## src/sv/swm_pkg.sv

```systemverilog
// Shared types, sizes and state codes for the sliding window median filter.
// Depends on nothing; every other file of the block but swm_ram imports it.

package swm_pkg;

  // Window depth and sample width of the block.
  localparam int MaxWindow   = 32;
  localparam int SampleWidth = 32;

  // Width of the window size register.
  localparam int CfgW = 6;

  // Index into a store of MaxWindow entries, and a count that can hold MaxWindow itself.
  localparam int IdxW = (MaxWindow > 1) ? $clog2(MaxWindow) : 1;
  localparam int CntW = $clog2(MaxWindow + 1);

  typedef logic signed [SampleWidth-1:0] sample_t;
  typedef logic [IdxW-1:0]               idx_t;
  typedef logic [CntW-1:0]               cnt_t;

  // Result of the shared compare unit.
  typedef struct packed {
    logic lt;  // operand is below the stored value, signed
    logic eq;  // operand equals the stored value
  } cmp_res_t;

  // Sequencer states.
  typedef enum logic [2:0] {
    ST_IDLE,
    ST_INS_RD,
    ST_INS_CMP,
    ST_CHECK,
    ST_MED,
    ST_RM_RD,
    ST_RM_CMP
  } swm_state_e;

endpackage

```

## src/sv/swm_if.sv

```systemverilog
// Stream interfaces for the sample input and the median output.
// Depends on swm_pkg for the sample type.

interface swm_sample_if import swm_pkg::*; ();
  logic    valid;
  logic    ready;
  sample_t sample;

  modport source (output valid, output sample, input ready);
  modport sink (input valid, input sample, output ready);
endinterface

interface swm_median_if import swm_pkg::*; ();
  logic    valid;
  logic    ready;
  sample_t median;

  modport source (output valid, output median, input ready);
  modport sink (input valid, input median, output ready);
endinterface

```

## src/sv/swm_ram.sv

```systemverilog
// Generic single-write, single-read RAM with a registered read port.
// Depends on nothing.

module swm_ram #(
  parameter int Width = 32,
  parameter int Depth = 32
) (
  input  logic                                         clk_i,
  input  logic                                         we_i,
  input  logic [((Depth > 1) ? $clog2(Depth) : 1)-1:0] waddr_i,
  input  logic [Width-1:0]                             wdata_i,
  input  logic [((Depth > 1) ? $clog2(Depth) : 1)-1:0] raddr_i,
  output logic [Width-1:0]                             rdata_o
);

  logic [Width-1:0] mem_q [Depth];

  // Write port and registered read port.
  always_ff @(posedge clk_i) begin
    if (we_i) begin
      mem_q[waddr_i] <= wdata_i;
    end
    rdata_o <= mem_q[raddr_i];
  end

endmodule

```

## src/sv/swm_cmp.sv

```systemverilog
// Shared compare unit: signed less-than and equality of one operand
// against a value read from the sorted store. Depends on swm_pkg.

module swm_cmp import swm_pkg::*; (
  input  sample_t  a_i,
  input  sample_t  b_i,
  output cmp_res_t res_o
);

  // Both operands are signed, so the compare is signed.
  always_comb begin
    res_o.lt = (a_i < b_i);
    res_o.eq = (a_i == b_i);
  end

endmodule

```

## src/sv/sliding_window_median.sv

```systemverilog
// Sliding window median filter: sequencer, arrival ring and sorted store.
// Depends on swm_pkg, swm_if, swm_ram and swm_cmp.
//
//   Channel        Direction  Payload         Transfer when
//   in_sample_i    in         sample  (s32)   valid && ready
//   out_median_o   out        median  (s32)   valid && ready
//   cfg_we_i       in         cfg_wdata_i(6)  cfg_we_i high while idle
//
// A sample is inserted into the sorted store by a search down from its top; when the window is
// then full, the median is sent and one copy of the oldest sample is searched for and removed.
// Every step is one read of the sorted RAM and one pass through the shared compare unit. The
// input is ready only while the sequencer is idle and no register write is present. Reset
// empties the window and sets the size to one; the RAMs are not cleared. A median waits in the
// output register, and the next median stalls until taken.

module sliding_window_median import swm_pkg::*; (
  input  logic                clk_i,
  input  logic                rst_ni,
  swm_sample_if.sink          in_sample_i,
  swm_median_if.source        out_median_o,
  input  logic                cfg_we_i,
  input  logic [CfgW-1:0]     cfg_wdata_i
);

  swm_state_e state_q, state_d;

  logic [CfgW-1:0] ksize_q, ksize_d;
  cnt_t            fill_q, fill_d;
  idx_t            ptr_q, ptr_d;
  cnt_t            pos_q, pos_d;
  logic            found_q, found_d;
  sample_t         new_q, new_d;
  sample_t         old_q, old_d;
  sample_t         med_q, med_d;
  logic            out_valid_q, out_valid_d;

  cnt_t     ksize_eff;
  cnt_t     fill_eff;
  idx_t     ptr_eff;
  logic [CntW:0] slot_sum;
  idx_t     slot;
  idx_t     med_addr;
  cnt_t     pos_dec;
  logic     in_xfer;
  logic     out_free;

  logic     ring_we;
  sample_t  ring_rdata;
  logic     srt_we;
  idx_t     srt_waddr;
  sample_t  srt_wdata;
  idx_t     srt_raddr;
  sample_t  srt_rdata;
  sample_t  cmp_a;
  cmp_res_t cmp_res;

  // Effective window size: zero counts as one, large values saturate.
  always_comb begin
    if (ksize_q == '0) begin
      ksize_eff = cnt_t'(1);
    end else if (int'(ksize_q) > MaxWindow) begin
      ksize_eff = cnt_t'(MaxWindow);
    end else begin
      ksize_eff = cnt_t'(ksize_q);
    end
  end

  // A full window at the start of a sample restarts the window.
  assign fill_eff = (fill_q >= ksize_eff) ? '0 : fill_q;
  assign ptr_eff  = (fill_q >= ksize_eff) ? '0 : ptr_q;

  // Ring slot of the new sample, wrapped at the window depth.
  always_comb begin
    slot_sum = {1'b0, cnt_t'(ptr_eff)} + {1'b0, fill_eff};
    if (int'(slot_sum) >= MaxWindow) begin
      slot_sum = slot_sum - (CntW+1)'(MaxWindow);
    end
    slot = slot_sum[IdxW-1:0];
  end

  // Lower median sits at (k-1)/2 of the sorted store.
  always_comb begin
    cnt_t km1;
    km1      = ksize_eff - cnt_t'(1);
    med_addr = idx_t'(km1 >> 1);
  end

  assign pos_dec  = pos_q - cnt_t'(1);
  assign in_xfer  = in_sample_i.valid && in_sample_i.ready;
  assign out_free = !out_valid_q || out_median_o.ready;

  // A register write takes the idle cycle, so no sample transfer happens beside it.
  assign in_sample_i.ready   = (state_q == ST_IDLE) && !cfg_we_i;
  assign out_median_o.valid  = out_valid_q;
  assign out_median_o.median = med_q;

  // Next state of the sequencer.
  always_comb begin
    state_d = state_q;
    case (state_q)
      ST_IDLE: begin
        if (in_xfer && !cfg_we_i) begin
          state_d = ST_INS_RD;
        end
      end
      ST_INS_RD: begin
        state_d = (pos_q == '0) ? ST_CHECK : ST_INS_CMP;
      end
      ST_INS_CMP: begin
        state_d = cmp_res.lt ? ST_INS_RD : ST_CHECK;
      end
      ST_CHECK: begin
        state_d = (fill_q < ksize_eff) ? ST_IDLE : ST_MED;
      end
      ST_MED: begin
        if (out_free) begin
          state_d = ST_RM_RD;
        end
      end
      ST_RM_RD: begin
        state_d = (pos_q < fill_q) ? ST_RM_CMP : ST_IDLE;
      end
      ST_RM_CMP: begin
        state_d = ST_RM_RD;
      end
      default: begin
        state_d = ST_IDLE;
      end
    endcase
  end

  // Datapath controls, RAM ports and register updates.
  always_comb begin
    ksize_d     = ksize_q;
    fill_d      = fill_q;
    ptr_d       = ptr_q;
    pos_d       = pos_q;
    found_d     = found_q;
    new_d       = new_q;
    old_d       = old_q;
    med_d       = med_q;
    out_valid_d = out_valid_q && !out_median_o.ready;
    ring_we     = 1'b0;
    srt_we      = 1'b0;
    srt_waddr   = pos_q[IdxW-1:0];
    srt_wdata   = new_q;
    srt_raddr   = med_addr;
    cmp_a       = new_q;
    case (state_q)
      ST_IDLE: begin
        if (cfg_we_i) begin
          ksize_d = cfg_wdata_i;
          fill_d  = '0;
          ptr_d   = '0;
        end else if (in_xfer) begin
          ring_we = 1'b1;
          new_d   = in_sample_i.sample;
          fill_d  = fill_eff;
          ptr_d   = ptr_eff;
          pos_d   = fill_eff;
        end
      end
      ST_INS_RD: begin
        srt_raddr = pos_dec[IdxW-1:0];
        if (pos_q == '0) begin
          // Insertion reached the bottom of the store.
          srt_we = 1'b1;
          fill_d = fill_q + cnt_t'(1);
        end
      end
      ST_INS_CMP: begin
        srt_we = 1'b1;
        if (cmp_res.lt) begin
          // Move the larger value up one place and keep searching.
          srt_wdata = srt_rdata;
          pos_d     = pos_dec;
        end else begin
          fill_d = fill_q + cnt_t'(1);
        end
      end
      ST_MED: begin
        // Hold the read address so the median stays on the RAM output.
        if (out_free) begin
          med_d       = srt_rdata;
          out_valid_d = 1'b1;
          old_d       = ring_rdata;
          pos_d       = '0;
          found_d     = 1'b0;
        end
      end
      ST_RM_RD: begin
        srt_raddr = pos_q[IdxW-1:0];
        if (pos_q >= fill_q) begin
          fill_d = fill_q - cnt_t'(1);
          ptr_d  = (int'(ptr_q) == MaxWindow - 1) ? '0 : ptr_q + idx_t'(1);
        end
      end
      ST_RM_CMP: begin
        // Past the first copy of the oldest value, close the gap downward.
        cmp_a     = old_q;
        srt_waddr = pos_dec[IdxW-1:0];
        srt_wdata = srt_rdata;
        if (found_q) begin
          srt_we = 1'b1;
        end else if (cmp_res.eq) begin
          found_d = 1'b1;
        end
        pos_d = pos_q + cnt_t'(1);
      end
      default: begin
      end
    endcase
  end

  // Control registers.
  always_ff @(posedge clk_i or negedge rst_ni) begin
    if (!rst_ni) begin
      state_q     <= ST_IDLE;
      ksize_q     <= CfgW'(1);
      fill_q      <= '0;
      ptr_q       <= '0;
      pos_q       <= '0;
      found_q     <= 1'b0;
      out_valid_q <= 1'b0;
    end else begin
      state_q     <= state_d;
      ksize_q     <= ksize_d;
      fill_q      <= fill_d;
      ptr_q       <= ptr_d;
      pos_q       <= pos_d;
      found_q     <= found_d;
      out_valid_q <= out_valid_d;
    end
  end

  // Payload registers.
  always_ff @(posedge clk_i) begin
    new_q <= new_d;
    old_q <= old_d;
    med_q <= med_d;
  end

  // Samples in arrival order; always read at the oldest slot.
  swm_ram #(
    .Width (SampleWidth),
    .Depth (MaxWindow)
  ) u_ring (
    .clk_i   (clk_i),
    .we_i    (ring_we),
    .waddr_i (slot),
    .wdata_i (in_sample_i.sample),
    .raddr_i (ptr_q),
    .rdata_o (ring_rdata)
  );

  // Window samples in ascending signed order.
  swm_ram #(
    .Width (SampleWidth),
    .Depth (MaxWindow)
  ) u_sorted (
    .clk_i   (clk_i),
    .we_i    (srt_we),
    .waddr_i (srt_waddr),
    .wdata_i (srt_wdata),
    .raddr_i (srt_raddr),
    .rdata_o (srt_rdata)
  );

  // One compare unit serves both insertion and removal.
  swm_cmp u_cmp (
    .a_i   (cmp_a),
    .b_i   (srt_rdata),
    .res_o (cmp_res)
  );

endmodule

```

## src/flat_wrapper.sv

```systemverilog
// flat-port wrapper written by rule: the top's interface ports become plain ports
module sliding_window_median_flat import swm_pkg::*;
  (clk_i, rst_ni, cfg_we_i, cfg_wdata_i, in_sample_i_valid, in_sample_i_sample, in_sample_i_ready, out_median_o_valid, out_median_o_median, out_median_o_ready);
  swm_sample_if in_sample_i_i ();
  swm_median_if out_median_o_i ();
  input  logic clk_i;
  input  logic rst_ni;
  input  logic cfg_we_i;
  input  logic [CfgW-1:0] cfg_wdata_i;
  input wire logic [$bits(in_sample_i_i.valid)-1:0] in_sample_i_valid;
  input wire logic [$bits(in_sample_i_i.sample)-1:0] in_sample_i_sample;
  output wire logic [$bits(in_sample_i_i.ready)-1:0] in_sample_i_ready;
  output wire logic [$bits(out_median_o_i.valid)-1:0] out_median_o_valid;
  output wire logic [$bits(out_median_o_i.median)-1:0] out_median_o_median;
  input wire logic [$bits(out_median_o_i.ready)-1:0] out_median_o_ready;
  assign in_sample_i_i.valid = in_sample_i_valid;
  assign in_sample_i_i.sample = in_sample_i_sample;
  assign in_sample_i_ready = in_sample_i_i.ready;
  assign out_median_o_valid = out_median_o_i.valid;
  assign out_median_o_median = out_median_o_i.median;
  assign out_median_o_i.ready = out_median_o_ready;
  sliding_window_median u_core (.clk_i(clk_i), .rst_ni(rst_ni), .in_sample_i(in_sample_i_i), .out_median_o(out_median_o_i), .cfg_we_i(cfg_we_i), .cfg_wdata_i(cfg_wdata_i));
endmodule
```

## config.mk

```make
export PLATFORM = sky130hd
export DESIGN_NAME = sliding_window_median_flat
export DESIGN_NICKNAME = d
export VERILOG_FILES = /design/src/sv/swm_pkg.sv /design/src/sv/swm_if.sv /design/src/sv/swm_ram.sv /design/src/sv/swm_cmp.sv /design/src/sv/sliding_window_median.sv /design/src/flat_wrapper.sv
export SDC_FILE = /design/constraint.sdc
export NUM_CORES = 2
export LEC_CHECK = 0
export ABC_AREA = 1
export BUFFER_PORTS_ARGS = -buffer_cell sky130_fd_sc_hd__buf_2
export CAP_MARGIN = 10
export CORE_UTILIZATION = 28
export CTS_BUF_LIST = sky130_fd_sc_hd__clkbuf_4 sky130_fd_sc_hd__clkbuf_8
export DETAILED_ROUTE_END_ITERATION = 6
export PLACE_DENSITY = 0.45
export SYNTH_ARGS = -nofsm -noshare
export SYNTH_HDL_FRONTEND = slang
export SYNTH_SLANG_ARGS = --single-unit
export TNS_END_PERCENT = 100
```

## constraint.sdc

```tcl
create_clock -name clk_i -period 8.35 [get_ports clk_i]
set_clock_uncertainty 0.2 [all_clocks]
set_input_delay 1.2525 -clock clk_i [delete_from_list [all_inputs] [get_ports clk_i]]
set_output_delay 1.2525 -clock clk_i [all_outputs]
set_load 0.02 [all_outputs]
```

==> results.sh <==
export IMPL_worst_pin_slew_ns=1.284
export IMPL_syn2layout_area_growth_pct=14.12
export IMPL_syn_nets=7673
export IMPL_p_per_area_nw_per_um2=394.2
export IMPL_p_leak_uw=0.03687
export IMPL_grt_usage_pct=18.01
export IMPL_grt_overflow_total=0
export IMPL_cts_tree="done"
export IMPL_wl_mm=305.8
export IMPL_die_area_um2=329200
export IMPL_clockBufferDepth=4
export IMPL_hold_class="in -> async"
export IMPL_wire_per_inst_um=24.88
export IMPL_status="finished clean"
export IMPL_via_per_inst=4.991
export IMPL_endpoint_kind="register"
export IMPL_drc=0
export IMPL_netlist_area_um2=91540
export IMPL_die_h_um=573.8
export IMPL_port_buffers=76
export IMPL_grt_max_degree=191
export IMPL_cp_arrival_ns=6.71
export IMPL_fmax_mhz=154.8
export IMPL_routabilityCongestion=0.8072
export IMPL_post_cts_buffers=0
export IMPL_drive_gt1_share_pct=11.78
export IMPL_relSlewSlack_pct=14.21
export IMPL_htreeDepth=5
export IMPL_io_pins=77
export IMPL_cp_max_fo=36
export IMPL_slew_viol_final=0
export IMPL_vias=61340
export IMPL_synth_edff_count=2144
export IMPL_netlist_instances=7571
export IMPL_synth_seq_cells=2236
export IMPL_drt_iter0_drc=5593
export IMPL_fin_crit_ns=6.461
export IMPL_die_x_um=573.8
export IMPL_total_power_uw=41190
export IMPL_fin_crit_sh_pct=77.38
export IMPL_rows=209
export IMPL_yosysSeqAreaShare_pct=72.50
export IMPL_drv_cap=0
export IMPL_synthFlopType="edfxtp_1"
export IMPL_setup_violations=0
export IMPL_finalSetupTns_ns=0
export IMPL_antenna_found_initial=38
export IMPL_clk_pin_slew_ns=0.07
export IMPL_cts_resized=0
export IMPL_ys_async_sr_fraction_pct=1.252
export IMPL_hold_buffers=0
export IMPL_hold_viol=0
export IMPL_grt_pass1_wl_mm=435.7
export IMPL_peakVddDrop_v=0.0005973
export IMPL_startpoint_type="register"
export IMPL_final_cell_mix="edfxtp_1, nand2_1, nand3_1"
export IMPL_nNetsFinal=7750
export IMPL_clock_sinks=2236
export IMPL_netlist_cell_type_count=48
export IMPL_required_ns=8.60
export IMPL_final_common_cell="edfxtp_1"
export IMPL_dr_pass1_iters=6
export IMPL_ys_warn_count=0
export IMPL_worst_setup_path_type="reg -> reg"
export IMPL_initial_core_util_pct=28.19
export IMPL_rsz0062_at_grt="false"
export IMPL_core_area_um2=324800
export IMPL_ant_nets=0
export IMPL_clock_latency_ns=1.00
export IMPL_hpwl_mm=157.1
export IMPL_cts_root_buffer="clkbuf_8"
export IMPL_synth_avg_cell_area_um2=12.09
export IMPL_grt_pass1_vias=59470
export IMPL_numCtsBuffers=378
[synth_stat cells, types with 95 or more instances]
| master | number | area share (%) |
|---|---|---|
| clkbuf_1 | 241 | 0.99 |
| a21oi_1 | 95 | 0.52 |
| o221ai_1 | 100 | 0.96 |
| nand3_1 | 1071 | 5.9 |
| o211ai_1 | 130 | 1.1 |
| nand2_1 | 1603 | 6.6 |
| nor2_1 | 604 | 2.5 |
| o21ai_0 | 506 | 2.8 |
| buf_2 | 173 | 0.95 |
| edfxtp_1 | 2144 | 70 |
| inv_1 | 296 | 1.2 |
| o22ai_1 | 243 | 1.7 |
[stage by stage]
stage	setup WS, ns	instance area, um^2	utilization, %	hold WS (ns)	cells
after floorplan	2.970	91540	-	0.1855	7571
after global placement	1.958	96690	29.77	0.1885	11590
after detailed placement	1.977	96750	29.79	0.1925	11590
after CTS	1.922	104400	32.14	0.06322	12270
after global routing	1.643	104500	32.16	0.1267	12290
final	1.889	104500	32.17	0.1392	12290
[logic make-up after synthesis]
logic type / Yosys count / synth area share, %
adder cells (fa/ha/maj): 59 / 0.8146
AND/OR/NAND/NOR: 3365 / 15.62
AO/OA/AOI/OAI: 1089 / 7.096
flip-flops: 2236 / 72.50
XOR/XNOR: 7 / 0.06698
buffers and inverters: 813 / 3.878
multiplexers: 2 / 0.02324
[final timing paths]
| path | from | end | slack (ns) | depth (start not counted) |
|---|---|---|---|---|
| hold / removal | rst_ni | u_core.pos_q[3]$_DFFE_PN0P_ | 0.14 | 1 |
| max in group asynchronous | rst_ni | u_core.ptr_q[2]$_DFFE_PN0P_ | 7.27 | 1 |
| setup reg to reg | u_core.state_q[2]$_DFFE_PN0P_ | u_core.u_sorted.mem_q[18][18]$_DFFE_PP_ | 1.89 | 17 |
| hold reg to reg | u_core.u_ring.rdata_o[17]$_DFF_P_ | u_core.old_q[17]$_DFFE_PP_ | 0.18 | 0 |
| min in group clk_i | u_core.u_ring.rdata_o[17]$_DFF_P_ | u_core.old_q[17]$_DFFE_PP_ | 0.18 | 0 |
| setup / recovery | u_core.state_q[2]$_DFFE_PN0P_ | u_core.u_sorted.mem_q[18][18]$_DFFE_PP_ | 1.89 | 17 |
[layout make-up]
| type | instances | area (um^2) |
|---|---|---|
| diodes | 12 | 30.03 |
| clock buffers | 575 | 6919 |
| clock inverters | 109 | 710.7 |
| fillers | 32650 | 220300 |
| inverters | 304 | 1170 |
| multi-input cells | 4522 | 22230 |
| flip-flops and latches | 2236 | 66380 |
| well taps | 4325 | 5411 |
| repair buffers | 206 | 1619 |
[sequential cells by signal (all words and copies together), names as in the netlist]
signal / flops
u_core.u_ring.rdata_o: 32
u_core.fill_q: 6
u_core.out_median_o.median: 32
u_core.state_q: 3
u_core.ksize_q: 6
u_core.u_sorted.rdata_o: 32
u_core.ptr_q: 5
u_core.old_q: 32
u_core.found_q: 1
u_core.u_sorted.mem_q: 1024
u_core.u_ring.mem_q: 1024
u_core.new_q: 32
u_core.pos_q: 6
u_core.out_median_o.valid: 1
[critical path, stage by stage, from the launching register on]
cell,delay [ns]
dfrtp_1,0.45
inv_2,0.21
nor2_4,0.06
inv_2,0.77
buf_4,0.60
nand2_1,0.10
nand2_1,0.08
ha_1,0.11
nand2_1,0.06
inv_1,0.05
nand4_1,0.17
nor4_1,0.44
nand2_1,0.21
nand3_1,0.13
nand3_2,0.85
buf_4,0.59
nand3_1,0.13
nand2_1,0.62
[power breakdown]
| group | leakage [uW] | switching [uW] | internal (uW) |
|---|---|---|---|
| registers | 0.0202 | 578 | 13900 |
| clock network | 0.00408 | 4510 | 5520 |
| logic | 0.0126 | 12400 | 4280 |
| total | 0.0369 | 17400 | 23700 |
[per-layer routing]
metal | up-vias | share of wire [%] | global-route usage (%)
li1 | 27510 | - | -
met1 | 31180 | 44 | 24.95
met2 | 2080 | 46 | 28.88
met3 | 535 | 6.2 | 2.774
met4 | 28 | 3.1 | 5.799
met5 | - | 0.062 | 0
Note: power is estimated with default switching activity, not from simulation.
